--- config.mk ---
export PLATFORM = sky130hd
export DESIGN_NAME = lfu_cache_lru_tiebreak
export DESIGN_NICKNAME = d
export VERILOG_FILES = /design/src/rtl/lfu_pkg.sv /design/src/rtl/lfu_ctrl.sv /design/src/rtl/lfu_dp.sv /design/src/rtl/lfu_cache_lru_tiebreak.sv
export SDC_FILE = /design/constraint.sdc
export NUM_CORES = 2
export LEC_CHECK = 0
export BUFFER_PORTS_ARGS = -buffer_cell sky130_fd_sc_hd__buf_2
export CORE_ASPECT_RATIO = 1.5
export CORE_MARGIN = 2
export CORE_UTILIZATION = 30
export DETAILED_ROUTE_END_ITERATION = 6
export HOLD_SLACK_MARGIN = 0.15
export SLEW_MARGIN = 25
export SYNTH_ARGS = -nofsm -noshare
export SYNTH_HDL_FRONTEND = slang
export SYNTH_SLANG_ARGS = --single-unit
--- constraint.sdc ---
create_clock -name clk -period 24.7 [get_ports clk]
set_input_delay 3.705 -clock clk [delete_from_list [all_inputs] [get_ports clk]]
set_output_delay 3.705 -clock clk [all_outputs]
set_load 0.03 [all_outputs]
--- src/rtl/lfu_pkg.sv ---
// shared types and constants for the lfu cache with lru tie break
// used by lfu_ctrl, lfu_dp and lfu_cache_lru_tiebreak; no dependencies
package lfu_pkg;

    localparam int DEF_ENTRIES    = 16;
    localparam int DEF_COUNT_BITS = 16;
    localparam int CAP_W          = 5;
    localparam int DATA_W         = 32;

    localparam logic [CAP_W-1:0]  CAP_RESET  = 5'd16;
    localparam logic              REQ_GET    = 1'b0;
    localparam logic              REQ_PUT    = 1'b1;
    localparam logic [DATA_W-1:0] MISS_VALUE = 32'hFFFF_FFFF;

    typedef enum logic [1:0] {
        ST_IDLE,
        ST_SEARCH,
        ST_UPDATE,
        ST_FINISH
    } state_t;

    typedef struct packed {
        logic capture;
        logic scan;
        logic update;
        logic restart;
        logic finish;
    } ctl_cmd_t;

    typedef struct packed {
        logic scan_done;
        logic do_update;
    } dp_sts_t;

endpackage

--- src/rtl/lfu_ctrl.sv ---
// request sequencer: idle, search pass, update pass, result hand-off
// depends on lfu_pkg
module lfu_ctrl (
    input  logic              clk,
    input  logic              rst_n,
    input  logic              in_valid,
    output logic              in_ready,
    output logic              out_valid,
    input  logic              out_ready,
    input  lfu_pkg::dp_sts_t  sts,
    output lfu_pkg::ctl_cmd_t cmd
);

    lfu_pkg::state_t state_reg;
    lfu_pkg::state_t state_next;
    logic            out_valid_reg;
    logic            out_valid_next;

    always_ff @(posedge clk or negedge rst_n)
    begin
        if (!rst_n)
        begin
            state_reg     <= lfu_pkg::ST_IDLE;
            out_valid_reg <= 1'b0;
        end
        else
        begin
            state_reg     <= state_next;
            out_valid_reg <= out_valid_next;
        end
    end

    always_comb
    begin
        state_next     = state_reg;
        cmd            = '0;
        in_ready       = 1'b0;
        out_valid_next = out_valid_reg && !out_ready;
        case (state_reg)
            lfu_pkg::ST_IDLE:
            begin
                in_ready = 1'b1;
                if (in_valid)
                begin
                    cmd.capture = 1'b1;
                    state_next  = lfu_pkg::ST_SEARCH;
                end
            end
            lfu_pkg::ST_SEARCH:
            begin
                cmd.scan = 1'b1;
                if (sts.scan_done)
                begin
                    if (sts.do_update)
                    begin
                        cmd.restart = 1'b1;
                        state_next  = lfu_pkg::ST_UPDATE;
                    end
                    else
                    begin
                        state_next = lfu_pkg::ST_FINISH;
                    end
                end
            end
            lfu_pkg::ST_UPDATE:
            begin
                cmd.scan   = 1'b1;
                cmd.update = 1'b1;
                if (sts.scan_done)
                begin
                    state_next = lfu_pkg::ST_FINISH;
                end
            end
            lfu_pkg::ST_FINISH:
            begin
                if (!out_valid_reg || out_ready)
                begin
                    cmd.finish     = 1'b1;
                    out_valid_next = 1'b1;
                    state_next     = lfu_pkg::ST_IDLE;
                end
            end
            default:
            begin
                state_next = lfu_pkg::ST_IDLE;
            end
        endcase
    end

    assign out_valid = out_valid_reg;

endmodule

--- src/rtl/lfu_dp.sv ---
// entry store, scan pipeline, victim/match tracking and result register
// depends on lfu_pkg
module lfu_dp #(
    parameter int ENTRIES    = lfu_pkg::DEF_ENTRIES,
    parameter int COUNT_BITS = lfu_pkg::DEF_COUNT_BITS
) (
    input  logic                             clk,
    input  logic                             rst_n,
    input  lfu_pkg::ctl_cmd_t                cmd,
    output lfu_pkg::dp_sts_t                 sts,
    input  logic                             cfg_we,
    input  logic [lfu_pkg::CAP_W-1:0]        cfg_data,
    input  logic                             req_type,
    input  logic [lfu_pkg::DATA_W-1:0]       key,
    input  logic [lfu_pkg::DATA_W-1:0]       value,
    output logic                             hit,
    output logic [lfu_pkg::DATA_W-1:0]       read_value,
    output logic                             evicted,
    output logic [lfu_pkg::DATA_W-1:0]       evicted_key
);

    localparam int IW   = (ENTRIES > 1) ? $clog2(ENTRIES) : 1;
    localparam int CW   = $clog2(ENTRIES + 1);
    localparam int CAPW = (CW > lfu_pkg::CAP_W) ? CW : lfu_pkg::CAP_W;
    localparam int DW   = lfu_pkg::DATA_W;

    logic [DW-1:0]         key_mem  [ENTRIES];
    logic [DW-1:0]         val_mem  [ENTRIES];
    logic [COUNT_BITS-1:0] cnt_mem  [ENTRIES];
    logic [IW-1:0]         rank_mem [ENTRIES];
    logic [ENTRIES-1:0]    valid_reg;

    logic [lfu_pkg::CAP_W-1:0] capacity_reg;
    logic [CW-1:0]             occ_reg;

    logic          req_reg;
    logic [DW-1:0] key_reg;
    logic [DW-1:0] val_reg;

    logic [CW-1:0] scan_cnt_reg;
    logic          pend_vld_reg;
    logic [IW-1:0] pend_idx_reg;
    logic          issue;
    logic [IW-1:0] rd_idx;

    logic [DW-1:0]         rd_key_reg;
    logic [DW-1:0]         rd_val_reg;
    logic [COUNT_BITS-1:0] rd_cnt_reg;
    logic [IW-1:0]         rd_rank_reg;

    logic                  match_reg;
    logic [IW-1:0]         match_idx_reg;
    logic [DW-1:0]         match_val_reg;
    logic [IW-1:0]         match_rank_reg;
    logic                  free_reg;
    logic [IW-1:0]         free_idx_reg;
    logic                  vic_reg;
    logic [IW-1:0]         vic_idx_reg;
    logic [COUNT_BITS-1:0] vic_cnt_reg;
    logic [IW-1:0]         vic_rank_reg;
    logic [DW-1:0]         vic_key_reg;

    logic          hit_reg;
    logic [DW-1:0] read_value_reg;
    logic          evicted_reg;
    logic [DW-1:0] evicted_key_reg;

    logic [CAPW-1:0] cap_ext;
    logic [CAPW-1:0] cap_eff;
    logic            cap_zero;
    logic            touch;
    logic            put_miss;
    logic            evict;
    logic            insert;
    logic [IW-1:0]   ins_idx;

    logic                  cur_valid;
    logic                  search_en;
    logic                  wr_en;
    logic                  new_valid;
    logic [DW-1:0]         new_key;
    logic [DW-1:0]         new_val;
    logic [COUNT_BITS-1:0] new_cnt;
    logic [IW-1:0]         new_rank;

    assign issue     = cmd.scan && (scan_cnt_reg != CW'(ENTRIES));
    assign rd_idx    = scan_cnt_reg[IW-1:0];
    assign cur_valid = valid_reg[pend_idx_reg];
    assign search_en = cmd.scan && !cmd.update && pend_vld_reg;
    assign wr_en     = cmd.update && pend_vld_reg;

    assign sts.scan_done = (scan_cnt_reg == CW'(ENTRIES)) && !pend_vld_reg;
    assign sts.do_update = touch || insert;

    // request decision from the search results
    always_comb
    begin
        cap_ext  = CAPW'(capacity_reg);
        cap_eff  = (cap_ext > CAPW'(ENTRIES)) ? CAPW'(ENTRIES) : cap_ext;
        cap_zero = (cap_eff == '0);
        touch    = match_reg && ((req_reg == lfu_pkg::REQ_GET) || !cap_zero);
        put_miss = (req_reg == lfu_pkg::REQ_PUT) && !cap_zero && !match_reg;
        evict    = put_miss && vic_reg && (CAPW'(occ_reg) >= cap_eff);
        insert   = put_miss && (evict || free_reg);
        if (evict && !(free_reg && (free_idx_reg < vic_idx_reg)))
        begin
            ins_idx = vic_idx_reg;
        end
        else
        begin
            ins_idx = free_idx_reg;
        end
    end

    // new contents of the entry under the update pass
    always_comb
    begin
        new_valid = cur_valid;
        new_key   = rd_key_reg;
        new_val   = rd_val_reg;
        new_cnt   = rd_cnt_reg;
        new_rank  = rd_rank_reg;
        if (touch)
        begin
            if (pend_idx_reg == match_idx_reg)
            begin
                new_rank = '0;
                if (rd_cnt_reg != {COUNT_BITS{1'b1}})
                begin
                    new_cnt = rd_cnt_reg + COUNT_BITS'(1);
                end
                if (req_reg == lfu_pkg::REQ_PUT)
                begin
                    new_val = val_reg;
                end
            end
            else if (cur_valid && (rd_rank_reg < match_rank_reg))
            begin
                new_rank = rd_rank_reg + IW'(1);
            end
        end
        else if (insert)
        begin
            if (pend_idx_reg == ins_idx)
            begin
                new_valid = 1'b1;
                new_key   = key_reg;
                new_val   = val_reg;
                new_cnt   = COUNT_BITS'(1);
                new_rank  = '0;
            end
            else if (evict && (pend_idx_reg == vic_idx_reg))
            begin
                new_valid = 1'b0;
            end
            else if (cur_valid && !(evict && (rd_rank_reg > vic_rank_reg)))
            begin
                new_rank = rd_rank_reg + IW'(1);
            end
        end
    end

    // entry memories, registered read
    always_ff @(posedge clk)
    begin
        if (issue)
        begin
            rd_key_reg  <= key_mem[rd_idx];
            rd_val_reg  <= val_mem[rd_idx];
            rd_cnt_reg  <= cnt_mem[rd_idx];
            rd_rank_reg <= rank_mem[rd_idx];
        end
        if (wr_en)
        begin
            key_mem[pend_idx_reg]  <= new_key;
            val_mem[pend_idx_reg]  <= new_val;
            cnt_mem[pend_idx_reg]  <= new_cnt;
            rank_mem[pend_idx_reg] <= new_rank;
        end
    end

    always_ff @(posedge clk or negedge rst_n)
    begin
        if (!rst_n)
        begin
            valid_reg    <= '0;
            capacity_reg <= lfu_pkg::CAP_RESET;
            occ_reg      <= '0;
            scan_cnt_reg <= '0;
            pend_vld_reg <= 1'b0;
            pend_idx_reg <= '0;
            match_reg    <= 1'b0;
            free_reg     <= 1'b0;
            vic_reg      <= 1'b0;
        end
        else
        begin
            if (cfg_we)
            begin
                capacity_reg <= cfg_data;
            end
            if (cmd.capture || cmd.restart)
            begin
                scan_cnt_reg <= '0;
                pend_vld_reg <= 1'b0;
            end
            else if (cmd.scan)
            begin
                if (issue)
                begin
                    scan_cnt_reg <= scan_cnt_reg + CW'(1);
                end
                pend_vld_reg <= issue;
                pend_idx_reg <= rd_idx;
            end
            if (cmd.capture)
            begin
                match_reg <= 1'b0;
                free_reg  <= 1'b0;
                vic_reg   <= 1'b0;
            end
            else if (search_en)
            begin
                if (cur_valid && (rd_key_reg == key_reg))
                begin
                    match_reg <= 1'b1;
                end
                if (!cur_valid && !free_reg)
                begin
                    free_reg <= 1'b1;
                end
                if (cur_valid)
                begin
                    vic_reg <= 1'b1;
                end
            end
            if (wr_en)
            begin
                valid_reg[pend_idx_reg] <= new_valid;
            end
            if (cmd.finish && insert && !evict)
            begin
                occ_reg <= occ_reg + CW'(1);
            end
        end
    end

    // request latch, search trackers and result register
    always_ff @(posedge clk)
    begin
        if (cmd.capture)
        begin
            req_reg <= req_type;
            key_reg <= key;
            val_reg <= value;
        end
        if (search_en)
        begin
            if (cur_valid && (rd_key_reg == key_reg))
            begin
                match_idx_reg  <= pend_idx_reg;
                match_val_reg  <= rd_val_reg;
                match_rank_reg <= rd_rank_reg;
            end
            if (!cur_valid && !free_reg)
            begin
                free_idx_reg <= pend_idx_reg;
            end
            if (cur_valid && (!vic_reg || (rd_cnt_reg < vic_cnt_reg) ||
                ((rd_cnt_reg == vic_cnt_reg) && (rd_rank_reg > vic_rank_reg))))
            begin
                vic_idx_reg  <= pend_idx_reg;
                vic_cnt_reg  <= rd_cnt_reg;
                vic_rank_reg <= rd_rank_reg;
                vic_key_reg  <= rd_key_reg;
            end
        end
        if (cmd.finish)
        begin
            hit_reg     <= match_reg;
            evicted_reg <= evict;
            if (req_reg == lfu_pkg::REQ_GET)
            begin
                read_value_reg <= match_reg ? match_val_reg : lfu_pkg::MISS_VALUE;
            end
            else
            begin
                read_value_reg <= '0;
            end
            evicted_key_reg <= evict ? vic_key_reg : '0;
        end
    end

    assign hit         = hit_reg;
    assign read_value  = read_value_reg;
    assign evicted     = evicted_reg;
    assign evicted_key = evicted_key_reg;

endmodule

--- src/rtl/lfu_cache_lru_tiebreak.sv ---
// top level of the lfu key-value cache with lru tie break
// depends on lfu_pkg, lfu_ctrl and lfu_dp
//
// usage:
//   requests enter on the in channel (req_type, key, value) with in_valid/in_ready;
//   one result beat per request leaves on the out channel (hit, read_value,
//   evicted, evicted_key) with out_valid/out_ready. the user writes capacity via
//   cfg_valid/cfg_ready only while no request is open; the block does not check.
// timing:
//   one request at a time; each request scans the entry memory once to find
//   the key, a free slot and the victim, one entry per cycle through the registered
//   read port; gets that miss and disabled puts finish after this search pass,
//   every request that changes the store takes a second pass.
// reset:
//   all entries invalid, occupancy zero, capacity 16, no result pending.
// stall:
//   a finished result sits in the output register while the next request is
//   accepted and searched; that request waits for out_ready before its result
//   is loaded.
module lfu_cache_lru_tiebreak #(
    parameter int ENTRIES    = lfu_pkg::DEF_ENTRIES,
    parameter int COUNT_BITS = lfu_pkg::DEF_COUNT_BITS
) (
    input  logic                             clk,
    input  logic                             rst_n,
    input  logic                             in_valid,
    output logic                             in_ready,
    input  logic                             req_type,
    input  logic signed [lfu_pkg::DATA_W-1:0] key,
    input  logic signed [lfu_pkg::DATA_W-1:0] value,
    output logic                             out_valid,
    input  logic                             out_ready,
    output logic                             hit,
    output logic signed [lfu_pkg::DATA_W-1:0] read_value,
    output logic                             evicted,
    output logic signed [lfu_pkg::DATA_W-1:0] evicted_key,
    input  logic                             cfg_valid,
    output logic                             cfg_ready,
    input  logic [lfu_pkg::CAP_W-1:0]        capacity
);

    lfu_pkg::ctl_cmd_t cmd;
    lfu_pkg::dp_sts_t  sts;

    assign cfg_ready = 1'b1;

    lfu_ctrl u_ctrl (
        .clk       (clk),
        .rst_n     (rst_n),
        .in_valid  (in_valid),
        .in_ready  (in_ready),
        .out_valid (out_valid),
        .out_ready (out_ready),
        .sts       (sts),
        .cmd       (cmd)
    );

    lfu_dp #(
        .ENTRIES    (ENTRIES),
        .COUNT_BITS (COUNT_BITS)
    ) u_dp (
        .clk         (clk),
        .rst_n       (rst_n),
        .cmd         (cmd),
        .sts         (sts),
        .cfg_we      (cfg_valid),
        .cfg_data    (capacity),
        .req_type    (req_type),
        .key         (key),
        .value       (value),
        .hit         (hit),
        .read_value  (read_value),
        .evicted     (evicted),
        .evicted_key (evicted_key)
    );

endmodule

==> out/results.tsv <==
stage	metric	value	unit
outcome	result of the run	finished with violations	
outcome	failing checks	design-rule violations	
clock_network	total CTS buffers	167	
yosys	area share of and/or/nand/nor cells after synthesis	1.661	%
drt	violation count after the first detailed-routing iteration	3134	
power	peak ir drop on the vdd network	0.08589	mV
drt	wire length the detailed router placed on met1	63040	um
placed_design	sum of net half-perimeters after detailed placement	78440	um
yosys	Post-Synthesis Net Count	2943	
yosys	area fraction in compound gates after synthesis	1.075	%
grt	global-route wire length before repair	222100	um
worst_setup_path	start-to-end type of the worst setup path	reg -> out	
yosys	number of enable-type register cells in the synthesized netlist	1659	
power	Leak	23.63	nW
floorplan	area inside the core boundary	216000	um^2
clock_network	clock tree from TritonCTS	yes	
worst_setup_path	required time at the worst-slack endpoint	21.00	ns
drt	top metal layer carrying routed signals	met4	
grt	number of global-route vias before repair	30998	
clock_network	deepest clock path buffer count	4	
grt	antenna violations before repair	4	
clock_network	Clk Latency, worst-skew pair	0.81	ns
grt	Global Route Usage Sum	13.81	%
sta	Total Negative Setup Slacks	0	ns
drt	routed via count divided by cell count	4.888	
final_layout	leading registers by flop count	u_dp.key_mem (512), u_dp.val_mem (512), u_dp.cnt_mem (256)	
yosys	Synth Area in XOR/XNOR	0.7132	%
yosys	number of library cell types mapped by synthesis	63	
sta	Finish-stage setup viols	0	
worst_setup_path	number of buffer and inverter stages on the critical path	2	
clock_network	cell at the root of the clock tree	sky130_fd_sc_hd__clkbuf_16	
floorplan	ports placed on the boundary	144	
final_layout	fin area	74770	um^2
drt	total met2 wirelength after detailed routing	78640	um
worst_setup_path	category of the worst setup path launch point	register	
sta	Final period util	22.39	%
worst_setup_path	crit-path max cell delay	0.42	ns
yosys	adder-cell share of the synthesized area	0.7882	%
floorplan	width of the chip	384.3	um
placed_design	quantity of I/O buffers inserted on ports	142	
yosys	fraction of synthesized area in multiplexers	16.32	%
drt	average wire per standard cell	25.51	um
min_path	type of the most critical hold path	reg -> reg	
sta	worst rel slew slack	29.53	%
yosys	synthesized area per cell	23.02	um^2
final_layout	final net count	3202	
final_layout	layout cells sized above 1	30.32	%
floorplan	die span in y	574.5	um
clock_network	Sinks on Clock Net	1701	
yosys	flip-flop and latch count after synthesis	1701	
yosys	largest family of logic cells by synthesized area	multiplexers	
drt	via count	29608	
worst_setup_path	Max Fanout on Critical Path	5	
power	areal power density over the cells	114.8	nW/um^2
worst_setup_path	Slowest-stage cell, CP	sky130_fd_sc_hd__dfrtp_1	
worst_setup_path	Crit. End Element	primary output	
final_layout	area delta synth->final	14.88	%
clock_network	H-tree lvl count	4	
placed_design	routability congestion estimate from global placement	0.7253	
sta	setup repair after global routing missed its margin	false	
clock_network	setup bufs post-CTS	0	
placed_design	placed inst area	69550	um^2
final_layout	Final Util	34.61	%
clock_network	count of instances resized after the clock tree is built	0	
drt	Remaining DRCs	16	
worst_setup_path	cell-by-cell trace of the critical path	inv_1 -> ha_1 -> buf_2	
floorplan	std cell rows	209	
power	total design power	8.584	mW
drt	met3 WL	8186	um
grt	pin count of the biggest net entering global routing	105	
yosys	number of instances in the synthesized netlist	2827	
sta	post-route clock skew	0.04579	ns
clock_network	clock edge transition at the registers on the reported setup and hold paths	0.07	ns
job	Max-cap violations	0	
worst_setup_path	arrival time of data at the critical path endpoint	1.83	ns
floorplan	floorplan die area	220800	um^2
final_layout	final-layout fill cell count	20040	
worst_setup_path	kind of cell adding the most delay to the critical path	flip-flops	
drt	total wirelength of the detailed-routed design	154500	um
sta	transition time at the pin with the least slew margin	1.057	ns
floorplan	effective utilization at floorplan	30.13	%
yosys	Post-Synthesis Cell Area	65080	um^2
yosys	FFs w/ async S/R, synth	2.469	%
sta	number of hold violations in the final report	0	
grt	total congestion overflow after global routing	0	
yosys	dominant register cell in the synthesized netlist	sky130_fd_sc_hd__edfxtp_1	
sta	pins over their slew limit	0	
sta	final period demand of the worst path	5.530	ns
yosys	Synth warnings	0	
yosys	share of the yosys chip area belonging to registers	78.16	%
clock_network	quantity of hold-fixing buffers added after cts	0	
sta	maximum operating frequency	180.8	MHz
drt	count of nets left with antenna violations after detail routing	0	
drt	TritonRoute pass-1 iters	7	
[routing by layer]
layer | GRT usage, % | vias to the layer above
met2 | 23.67 | 932
li1 | - | 12358
met3 | 1.897 | 256
met1 | 18.03 | 16062
met5 | 0 | -
met4 | 4.540 | 0
[cell families (layout without fill, tap and decap cells)]
kind of cell,count (synthesis),count (layout)
flip-flops,1701,1701
multiplexers,520,520
AND/OR/NAND/NOR,203,203
buffers and inverters,200,579
AO/OA/AOI/OAI,108,108
XOR/XNOR,53,53
adder cells (fa/ha/maj),41,41
other,1,4
[cells in the final DEF (no fill, tap or decap), drive strengths merged, types with 4 or more instances in the layout]
| cell type | Yosys | layout |
|---|---|---|
| nor2b | 10 | 10 |
| nor2 | 39 | 39 |
| ha | 41 | 41 |
| nand2 | 38 | 38 |
| a31oi | 5 | 5 |
| xor2 | 38 | 38 |
| a21oi | 45 | 45 |
| mux2i | 6 | 6 |
| clkbuf | 71 | 211 |
| nand4 | 14 | 14 |
| a211oi | 5 | 5 |
| o211ai | 5 | 5 |
| o21ai | 21 | 21 |
| or4 | 4 | 4 |
| edfxtp | 1659 | 1659 |
| mux2 | 90 | 90 |
| mux4 | 424 | 424 |
| nand3 | 19 | 19 |
| and3 | 41 | 41 |
| nand2b | 8 | 8 |
| buf | 58 | 219 |
| clkinv | 0 | 65 |
| xnor2 | 15 | 15 |
| dfrtp | 41 | 41 |
| bufinv | 0 | 9 |
| a21o | 9 | 9 |
| nor4 | 10 | 10 |
| nor3 | 7 | 7 |
| inv | 71 | 73 |
[synth_stat cells, types with 9 or more instances]
library cell,n,share of area [%]
sky130_fd_sc_hd__mux2_2,60,1.0
sky130_fd_sc_hd__nand3_1,19,0.15
sky130_fd_sc_hd__a21o_1,9,0.10
sky130_fd_sc_hd__inv_1,71,0.41
sky130_fd_sc_hd__mux4_2,424,15
sky130_fd_sc_hd__nor2b_1,10,0.096
sky130_fd_sc_hd__and3_1,41,0.39
sky130_fd_sc_hd__ha_1,41,0.79
sky130_fd_sc_hd__edfxtp_1,1659,77
sky130_fd_sc_hd__buf_2,39,0.30
sky130_fd_sc_hd__mux2_1,30,0.52
sky130_fd_sc_hd__buf_1,14,0.081
sky130_fd_sc_hd__xnor2_1,15,0.20
sky130_fd_sc_hd__xor2_1,38,0.51
sky130_fd_sc_hd__clkbuf_1,71,0.41
sky130_fd_sc_hd__dfrtp_1,41,1.6
sky130_fd_sc_hd__o21ai_0,19,0.15
sky130_fd_sc_hd__nor2_1,39,0.22
sky130_fd_sc_hd__a21oi_1,45,0.35
sky130_fd_sc_hd__nand4_1,14,0.13
sky130_fd_sc_hd__nor4_1,10,0.096
sky130_fd_sc_hd__nand2_1,37,0.21
[metrics by stage]
stage | cells | setup slack, ns | hold WS, ns
after detailed placement | 5760 | 18.54 | 0.4290
after floorplan | 2827 | 16.84 | 0.4187
after CTS | 6049 | 19.11 | 0.4309
after global routing | 6055 | 19.06 | 0.4507
after global placement | 5760 | 18.59 | 0.4392
final | 6057 | 19.17 | 0.4335
[layout make-up]
type | instances | area (um^2) | area share (%)
repair buffers | 219 | 1409 | 1.884
diodes | 3 | 7.507 | 0.01004
inverters | 71 | 269.0 | 0.3598
well taps | 2848 | 3563 | 4.766
clock buffers | 211 | 4448 | 5.949
flip-flops and latches | 1701 | 50890 | 68.06
multi-input cells | 926 | 13570 | 18.15
clock inverters | 78 | 618.1 | 0.8267
[power breakdown]
group	switching (mW)	internal (mW)	leakage [nW]	total, mW
Sequential	0.202	3.88	15.6	4.09
Combinational	1.22	0.843	5.57	2.06
Clock	1.07	1.37	2.49	2.43
[worst paths after layout]
check                                     from                     to  slack, ns  depth (start not counted)
max                        u_ctrl.state_reg[0]               in_ready      19.17                          3
min                         u_dp.rd_val_reg[9]  u_dp.match_val_reg[9]       0.43                          0
min reg2reg                 u_dp.rd_val_reg[9]  u_dp.match_val_reg[9]       0.43                          0
max in group asynchronous                rst_n   u_dp.scan_cnt_reg[0]      21.12                          2
max reg2reg                    u_dp.cap_ext[4]    u_dp.val_mem[7][12]      19.72                         11
min in group asynchronous                rst_n       u_ctrl.out_valid       3.01                          2
No activity file was read; power rests on OpenSTA's default activity.
